### src/rtl/core/lsc_pkg.sv
// ----------------------------------------------------------------------------
// lsc_pkg
// Shared types, sizes and codes of the LRU signature cache.
// ----------------------------------------------------------------------------
package lsc_pkg;

   localparam int ENTRIES    = 8;
   localparam int CODE_BYTES = 8;
   localparam int IDX_W      = (ENTRIES > 1) ? $clog2(ENTRIES) : 1;
   localparam int STAMP_W    = 32;
   localparam int STATUS_W   = 2;
   localparam int SLOT_W     = 3;

   localparam logic [63:0] CODE_MASK =
      (CODE_BYTES >= 8) ? {64{1'b1}} : ((64'd1 << (8 * CODE_BYTES)) - 64'd1);

   localparam logic [IDX_W-1:0] LAST_IDX = IDX_W'(ENTRIES - 1);

   localparam logic FUNC_LOOKUP = 1'b0;
   localparam logic FUNC_INSERT = 1'b1;

   typedef enum logic [STATUS_W-1:0] {
      STATUS_MISS     = 2'd0,
      STATUS_HIT      = 2'd1,
      STATUS_INSERTED = 2'd2
   } status_type;

   typedef struct packed {
      logic [31:0]      cs_ip;
      logic [63:0]      code;
      logic [63:0]      size_writes;
      logic [3:0][63:0] regs;
   } key_type;

   typedef struct packed {
      logic key_eq;
      logic stamp_valid;
      logic stamp_less;
   } match_type;

endpackage

### src/rtl/core/lsc_match_unit.sv
// ----------------------------------------------------------------------------
// lsc_match_unit
// Shared compare unit: key equality, stamp valid and stamp age compare.
// ----------------------------------------------------------------------------
module lsc_match_unit import lsc_pkg::*; (
   input  key_type            probe_key,
   input  key_type            entry_key,
   input  logic [STAMP_W-1:0] entry_stamp,
   input  logic [STAMP_W-1:0] oldest_stamp,
   output match_type          result
);

   assign result.key_eq      = (probe_key == entry_key);
   assign result.stamp_valid = (entry_stamp != '0);
   assign result.stamp_less  = (entry_stamp < oldest_stamp);

endmodule

### config.mk
export PLATFORM = sky130hd
export DESIGN_NAME = lsc_match_unit
export DESIGN_NICKNAME = d
export VERILOG_FILES = /design/src/rtl/core/lsc_pkg.sv /design/src/rtl/core/lsc_match_unit.sv
export SDC_FILE = /design/constraint.sdc
export NUM_CORES = 1
export LEC_CHECK = 0
export BUFFER_PORTS_ARGS = -buffer_cell sky130_fd_sc_hd__buf_2
export CAP_MARGIN = 20
export CORE_AREA = 2 2 354 356
export DETAILED_ROUTE_END_ITERATION = 10
export DIE_AREA = 0 0 356 358
export SLEW_MARGIN = 20
export SYNTH_ARGS = -nofsm -noshare
export SYNTH_HDL_FRONTEND = slang
export SYNTH_SLANG_ARGS = --single-unit
### constraint.sdc
create_clock -name vclk -period 1.2
set_input_delay 0 -clock vclk [all_inputs]
set_output_delay 0 -clock vclk [all_outputs]
set_load 0.02 [all_outputs]
Word-level counts from Yosys, hierarchy flattened
Index checks and enable logic that the tools add are counted.
Storage, ports and cells
  register bits: 0
  input bits: 896
  output and inout port bits: 3
  logic and storage cells: 3
Operators by class
  magnitude comparators: 1
  equal/unequal tests: 1
  reductions and logical operators: 1
Operator list (count)
  $eq A416 B416 Y1: 1
  $lt A32 B32 Y1: 1
  $reduce_bool A32 Y1: 1

Longest topological paths before layout
  word-level depth: 1
  depth in mapped cells: 8
  mapped depth without buffers: 8

Worst setup path before layout
Ideal clock, no wire load.
  kind: in2out
  start: input port entry_key[208] (netlist name)
  end: output port result[2] (netlist name)
  arrival: 1.351 ns
  data required time: 1.200 ns
  slack: -0.151 ns
  stages on the path: 6
  buffers on the path: 0
  cell sequence: xor2_1 nor4_1 nand4_1 nor4_1 nand3_1 nor4_2
RTL lines
  start: declaration: line lsc_match_unit.sv:7  | input key_type entry_key,
  end: declaration: line lsc_match_unit.sv:10  | output match_type result

==> metrics.cfg <==
[timing]
period_share=1.97
grt_setup_unrepaired=true
drv_slew=0
timing.setup.tns_ps=-1360
hold_violations=0
worst_pin_slew_ps=936
period_minus_slack_ps=2370
finalSetupViolations=2
finalWorstSetupSlack_ps=-1170
slew_headroom=0.374
whs_ps=444
fmax_mhz=422

[die]
die_h_um=358
fp.dieArea_um2=127000
fp-row-count=129
ios=899
coreArea_um2=123000
die_w_um=356
start_util=0.0436

[critical_path]
start_kind=input pin
cp.required_ps=1200
crit_top_cell=buf_4
cp-end-kind=primary output
slowest_delay_ps=410
cpMaxStageDelayCell=nor4_4
arrival_ps=2370
path_cells=buf_2 -> xor2_1 -> nor4_2 -> buf_4 -> nand4_1 -> nor4_4 -> buf_4 -> nand3_4 -> nor4_4 -> buf_4
critPathKind=in -> out
cp_max_fo=1

[synth]
synth_top_family_by_area=XOR/XNOR gates
synth_top_area_share=0.417
synth_top_area_cell=xor2_1
ys.warnings.count=0
yosys-top-cells-area=xor2_1, xnor2_1, nor4_1
synth_compound_area_frac=0.0363
syn-mean-instance-area_um2=8.01
synthTopCellsByCount=xor2_1, xnor2_1, nor4_1, nand4_1
synth_nets=1598
synthMuxAreaShare=0
synthesis.area_um2=5380
yosysMostFrequentCell=xor2_1
synthAdderAreaFrac=0.0722
syn-instance-count=671
yosysSeqAreaShare=0
ys_types=19
yosys.area_share.simple=0.192
synth_xor_area_frac=0.678

[placement]
gp_congestion=1.12
post-place-ws_ps=-2190
place_area_um2=12400
dp_cells=3270
dp_hpwl_um=99800
portBuffers=899

[grt]
overflow=0
grt_max_degree=3
antenna_found_initial=267
grt_pass1_vias=9377
grt_util_all_layers=0.150
grt_pass1_wl_um=118000

[drt]
ant_nets=0
drtPass1Iterations=5
drt_iter0_markers=628
wl_um=103000
vias=10300
post_drt_wl_per_cell_um=31.0
via_per_inst=3.12
route.detailed.drc=0

[layout]
fin_nets=2558
fin_cells=3309
regArea_um2=0
fillCellCount=14500
nClkBuffers=0
seq_cells=0
area_growth_pct=138
final_layout_size_suffix_gt1_frac=0.611
design_area_um2=12800

[outcome]
status=finished, violations left
violations=setup timing

[pwr]
vdd_drop_max_uv=164
p_per_area_nw_per_um2=308
p_leak_nw=5.97

[flow_run]
drv_cap=0

[hold_path]
hold_path_class=in -> out

[clock_network]
cts_setup_buffers=0
cts-hold-fix-buffers=0

worst paths after layout:
| kind | cells after the start | from | slack, ps | to |
|---|---|---|---|---|
| setup / recovery | 10 | entry_key[137] | -1170 | result[2] |
| hold / removal | 5 | entry_stamp[19] | 440 | result[1] |
cell families after synthesis:
| family | count (synthesis) |
|---|---|
| AO/OA/AOI/OAI | 30 |
| XOR/XNOR | 416 |
| AND/OR/NAND/NOR | 163 |
| adder cells (fa/ha/maj) | 31 |
| buffers and inverters | 31 |
through the flow:
stage	total power, W	utilization
after floorplan	0.00132	-
after global placement	0.00379	0.101
after detailed placement	0.00383	0.101
after CTS	0.00394	0.102
after global routing	0.00425	0.103
final	0.00393	0.104
routing by layer:
| layer | up-vias | track usage | share of wire |
|---|---|---|---|
| li1 | 4339 | - | - |
| met1 | 4437 | 0.173 | 0.38 |
| met2 | 920 | 0.217 | 0.40 |
| met3 | 456 | 0.113 | 0.17 |
| met4 | 188 | 0.0376 | 0.039 |
| met5 | - | 0 | 0.012 |
layout make-up:
class                           count  area (um^2)  share of cell area
Antenna cell                       43          108             0.00841
Inverter                           31          119             0.00930
Multi-Input combinational cell    640         5530               0.432
Tap cell                         1637         2050               0.160
Timing Repair Buffer              958         4990               0.390
critical path: cells and delay by family:
| family | cells | cell delay, ps |
|---|---|---|
| xor gates and xnor gates | 1 | 160 |
| buffers and inverters | 4 | 690 |
| and+or+nand+nor | 5 | 1500 |
report_power, final:
group | total (W) | switching [W] | internal, W
Sequential | 0 | 0 | 0
Clock | 0.00000000492 | 0 | 0.00000000492
Combinational | 0.00393 | 0.00185 | 0.00208
timing repair:
action	in CTS	in global routing
pin swaps	24	4
gates resized for setup	50	6
endpoints found under the setup margin	3	3
placed cells by master, fill, tap and decap left out, drive strengths merged, types with 3 or more instances in the layout:
cell,netlist,routed
a21o,15,15
a21oi,9,9
buf,0,958
diode,0,43
ha,31,31
inv,31,31
nand4,67,67
nor2,4,4
nor4,87,87
o21ai,3,3
xnor2,160,160
xor2,256,256
Note: power is estimated with default switching activity, not from simulation.
