--- src/rtl/core/lsc_pkg.sv ---
// ----------------------------------------------------------------------------
// lsc_pkg
// Shared types, sizes and codes of the LRU signature cache.
// ----------------------------------------------------------------------------
package lsc_pkg;

   localparam int ENTRIES    = 8;
   localparam int CODE_BYTES = 8;
   localparam int IDX_W      = (ENTRIES > 1) ? $clog2(ENTRIES) : 1;
   localparam int STAMP_W    = 32;
   localparam int STATUS_W   = 2;
   localparam int SLOT_W     = 3;

   localparam logic [63:0] CODE_MASK =
      (CODE_BYTES >= 8) ? {64{1'b1}} : ((64'd1 << (8 * CODE_BYTES)) - 64'd1);

   localparam logic [IDX_W-1:0] LAST_IDX = IDX_W'(ENTRIES - 1);

   localparam logic FUNC_LOOKUP = 1'b0;
   localparam logic FUNC_INSERT = 1'b1;

   typedef enum logic [STATUS_W-1:0] {
      STATUS_MISS     = 2'd0,
      STATUS_HIT      = 2'd1,
      STATUS_INSERTED = 2'd2
   } status_type;

   typedef struct packed {
      logic [31:0]      cs_ip;
      logic [63:0]      code;
      logic [63:0]      size_writes;
      logic [3:0][63:0] regs;
   } key_type;

   typedef struct packed {
      logic key_eq;
      logic stamp_valid;
      logic stamp_less;
   } match_type;

endpackage

--- src/rtl/core/lsc_key_store.sv ---
// ----------------------------------------------------------------------------
// lsc_key_store
// Key memory, one write port and one registered read port.
// ----------------------------------------------------------------------------
module lsc_key_store import lsc_pkg::*; (
   input  logic             clock,
   input  logic             wr_en,
   input  logic [IDX_W-1:0] wr_addr,
   input  key_type          wr_data,
   input  logic [IDX_W-1:0] rd_addr,
   output key_type          rd_data
);

   key_type mem [ENTRIES];
   key_type rd_data_ff;

   always_ff @(posedge clock) begin
      if (wr_en) begin
         mem[wr_addr] <= wr_data;
      end
      rd_data_ff <= mem[rd_addr];
   end

   assign rd_data = rd_data_ff;

endmodule

--- config.mk ---
export PLATFORM = sky130hd
export DESIGN_NAME = lsc_key_store
export DESIGN_NICKNAME = d
export VERILOG_FILES = /design/src/rtl/core/lsc_pkg.sv /design/src/rtl/core/lsc_key_store.sv
export SDC_FILE = /design/constraint.sdc
export NUM_CORES = 2
export LEC_CHECK = 0
export ABC_AREA = 1
export BUFFER_PORTS_ARGS = -buffer_cell sky130_fd_sc_hd__buf_2
export CAP_MARGIN = 10
export CORE_UTILIZATION = 40
export CTS_BUF_LIST = sky130_fd_sc_hd__clkbuf_8
export DETAILED_ROUTE_END_ITERATION = 6
export HOLD_SLACK_MARGIN = 0.12
export PLACE_DENSITY = 0.66
export REMOVE_ABC_BUFFERS = 1
export SLEW_MARGIN = 30
export SYNTH_ARGS = -nofsm -noshare
export SYNTH_HDL_FRONTEND = slang
export SYNTH_SLANG_ARGS = --single-unit
--- constraint.sdc ---
create_clock -name clock -period 22.9 [get_ports clock]
set_input_delay 4.58 -clock clock [delete_from_list [all_inputs] [get_ports clock]]
set_output_delay 4.58 -clock clock [all_outputs]
set_load 0.02 [all_outputs]
## Word-level counts from Yosys, hierarchy flattened

Memories as Yosys holds them, arrays and structs flattened. A register that Yosys moved wholly into a read port is not among the register bits.
Index checks and enable logic that the tools add are counted.

| cells by class | value |
|---|---|
| mux-type cells | 2 |

Operators with widths:

| kind | count |
|---|---|
| 1-bit 2-to-1 mux | 2 |

| word-level totals | value |
|---|---|
| register bits after elaboration | 0 |
| RAM bits | 3328 |
| output and inout port bits | 416 |
| memories | 1 |

Memory list:

| name | depth | bits a word | rd ports | clocked after Yosys merged registers in | wr ports | line | text |
|---|---|---|---|---|---|---|---|
| mem | 8 | 416 | 1 | 1 | 1 | lsc_key_store.sv:14 | `key_type mem [ENTRIES];` |

## Depth between registers and ports, before layout

| depth | value |
|---|---|
| word-level depth | 2 |
| mapped depth | 10 |
| mapped depth without buffers | 6 |

## Worst setup path after synthesis

OpenSTA, ideal clock, no wires.

| timing path | value |
|---|---|
| kind | input port to flip-flop |
| start | input wr_addr[2] |
| end | memory mem[0][0] in the netlist's numbering, enable pin |
| setup time | 1.208 ns |
| arrival time | 22.006 ns |
| slack | -0.314 ns |
| stages | 3 |
| buffers on the path | 0 |
| cells stage by stage | inv_1 -> nand2_1 -> nor2_1 |

RTL lines:

| element | line | text |
|---|---|---|
| start, declared | lsc_key_store.sv:8 | `input logic [IDX_W-1:0] wr_addr,` |
| end, declared | lsc_key_store.sv:14 |  |

Straight into the memory's write port.

## Worst setup path in the final report

| timing path | value |
|---|---|
| start | input wr_en |
| end | memory mem[5][251] in the netlist's numbering, enable pin |

| on the way | value |
|---|---|
| cells in the longest elaborated chain, start to end | 2 |

Ends and longest elaborated chain:

| element | line | text |
|---|---|---|
| start, declared | lsc_key_store.sv:7 | `input logic wr_en,` |
| 1-bit 2-to-1 mux | lsc_key_store.sv:18 | `if (wr_en) begin` |
| 1-bit 2-to-1 mux (implied by the code) | lsc_key_store.sv:19 | `mem[wr_addr] <= wr_data;` |

Every way passes these cells.

==> impl_results.md <==
- Cell at the root of the clock tree: clkbuf_8
- Clock edge transition at the registers on the reported setup and hold paths: 0.06 ns
- Critical-path top delay cell: buf_4
- Crit Path Max Fanout: 46
- Worst endpoint required time: around 24 ns
- Drt via density: 4.62
- Skew-Pair Late Insertion Delay: 1.19 ns
- Pin slew with the least headroom to its limit: 1.16 ns
- Global routing usage on met1: 23.8%
- Clock buffer depth: 4
- Share of the synthesized area in the top cell type: between 60% and 70%
- Cell area after technology mapping: 0.153 mm2
- Die X-Extent: between 600 and 700 um
- Boundary pin count: 840
- Net total in the final layout: 16.2k
- Setup skew after layout: 0.0588 ns
- Sequential cell area fraction in the yosys report: 70.9%
- Gr ovfl total: 0
- Routing usage on met3: 3.72%
- Initial detailed-routing violation count: 7306
- Initial Util: 40.2%
- Buf/Inv on CP: 6
- Average instance area after synthesis: 10.3 um2
- Maximum Capacitance Violations: 0
- Clk sinks: 3744
- Post-synthesis instance total: between 10k and 15k
- Nature of the critical path endpoint: flip-flop
- Total power per unit cell area: 83.3 mW/mm2
- Total length of routed wires: ~370000 um
- Critical path, cell by cell: buf_2 -> nand2_1 -> nor2_4 -> buf_4 -> buf_4 -> buf_4 -> buf_4 -> buf_4
- Resize count post-CTS: 0
- Worst setup path category: primary input to flip-flop
- Total power after layout: 0.0145 W
- Worst vdd ir: 65.0 uV
- Number of post-CTS setup repair buffers: 0
- Most common cell after layout, fill and taps aside: nand2_1
- Number of nets with antenna violations after routing: 0
- CP arrival: slightly above 9 ns
- Cell accounting for the most synthesized area: edfxtp_1
- Final Cycle Share: between 30% and 40%
- Synthesis-to-layout area growth: 13.9%
- Detailed Place HPWL: a little over 200000 um
- First-pass GRT wire length: 561000 um
- Final Instance Count excl. Fillers: 21.4k
- Highest cell delay on the worst timing path: 0.74 ns
- Number of distinct library cells after synthesis: 13
- Busiest grt layer: met2
- Via count of the routed design: 98.7k
- Result of the run: completed
- Pin count of the biggest net entering global routing: between 200 and 250
- Max Clock Freq: 0.118 GHz
- Number of antenna violations at the first check in global routing: 158
- Cell mode on critical path: buf_4
- CTS H-tree depth: 6
- Summed negative setup slack over all endpoints: 0 ns
- Global placer's final weighted congestion: approximately 0.8
- Placed instance count: 20.2k
- Count of endpoints failing hold in the final timing report: 0
- Met2 Resource Use GR: 31.4%
- Fraction of layout cells with a size suffix above 1: 11.0%
- Pins over their slew limit: 0
- Pleak: around 81 nW
- Count of input and output buffers: 839
- Post-route minimum period: 8.45 ns
- Min-delay worst type: flip-flop to flip-flop
- Sort of element at the start of the critical path: primary input
- Number of clock buffers inserted by TritonCTS: 613
- Number of global-route vias before repair: 94.1k
- DRC errors left: 0
- Die Y: 620 um
- Slew HR: 22.9%
- Setup repair after global routing missed its margin: no
- TritonCTS clock tree: done
- Area of the core: 0.379 mm2
- Global Route Usage Sum: 18.9%
- Hold bufs inserted after CTS: 0
- Initial DRT Pass Iterations: 5
- Cell class contributing the biggest share of worst-path delay: buffers and inverters
- Total Die Area: 0.384 mm2
- Final routed wire length divided by cell count: 17.5 um
- Final setup violation count: 0
- Ranking of synthesized cells by area: edfxtp_1 65%, nand2_1 13%, inv_1 8.2%
- Number of synthesized register bits: approximately 3.7k
- Commonest cells after routing, fill and taps aside: 5414 x nand2_1, 3600 x inv_1, 3328 x edfxtp_1
- Floorplan row count: 226
- Synthesis warning total: 0
## cells in the mapped netlist
library cell  instances
nand2_1            5414
inv_1              3332
edfxtp_1           3328
nand3_1            1664
buf_2               451
dfxtp_1             416
clkbuf_1            131
buf_4                43
buf_1                12
buf_6                 9
nor2_1                8
inv_2                 1
inv_4                 1
## power breakdown
part / total (W) / leakage [nW] / switching, W / internal [W]
registers: 0.00781 / 33.7 / 0.0000942 / 0.00772
clock network: 0.00565 / 7.12 / 0.00272 / 0.00293
logic: 0.00102 / 39.9 / 0.000739 / 0.000277
total: 0.0145 / 80.7 / 0.00355 / 0.0109
## path summary, 6_finish.rpt
check | start | end | slack [ns] | depth (start not counted)
max | wr_en | mem[5][251] | 14.45 | 8
min | mem[1][408] | rd_data[408] | 0.58 | 6
max reg2reg | mem[2][99] | rd_data[99] | 21.72 | 6
min reg2reg | mem[1][408] | rd_data[408] | 0.58 | 6
## worst reg2reg max path, stage by stage (launching register included)
cell and delay, ns:
edfxtp_1 0.37, inv_1 0.06, nand2_1 0.05, nand3_1 0.12, nand2_1 0.06, nand2_1 0.06
nand2_1 0.26
## routing by layer
layer / routed length [um] / vias to the layer above
li1: - / 48100
met1: 153000 / 46700
met2: 180000 / 2911
met3: 24000 / 911
met4: 15900 / 80
met5: 500 / -
## per-stage QoR
| step | hold slack, ns | util [%] | cell area [um2] | setup WS (ns) |
|---|---|---|---|---|
| final | 0.575 | 45.8 | 174000 | 14.45 |
| after global routing | 0.642 | 45.8 | 174000 | 14.24 |
| after CTS | 0.584 | 45.7 | 173000 | 14.03 |
| after detailed placement | 0.610 | 42.5 | 161000 | 12.67 |
| after global placement | 0.604 | 42.5 | 161000 | 12.73 |
| after floorplan | 0.586 | - | 149000 | -0.314 |
## cells by family (layout without fill, tap and decap cells)
family,count (synthesis),count (layout),share of synthesized area [%]
buf+inv,3980,5449,10.3
other cells,0,89,0
simple gates,7086,7086,18.8
flops,3744,3744,70.9
## layout make-up
| cell class | count | area [um2] |
|---|---|---|
| Inverter | 3334 | 12500 |
| Clock inverter | 445 | 2540 |
| Fill cell | 34500 | 206000 |
| Sequential cell | 3744 | 108000 |
| Clock buffer | 690 | 9500 |
| Multi-Input combinational cell | 7086 | 28700 |
| Antenna cell | 89 | 223 |
| Timing Repair Buffer | 980 | 5800 |
| Tap cell | 5016 | 6280 |
## flip-flops by register name, summed over array words and instances (netlist names)
name,flops
rd_data,416
mem,3328
No activity file was read; power rests on OpenSTA's default activity.
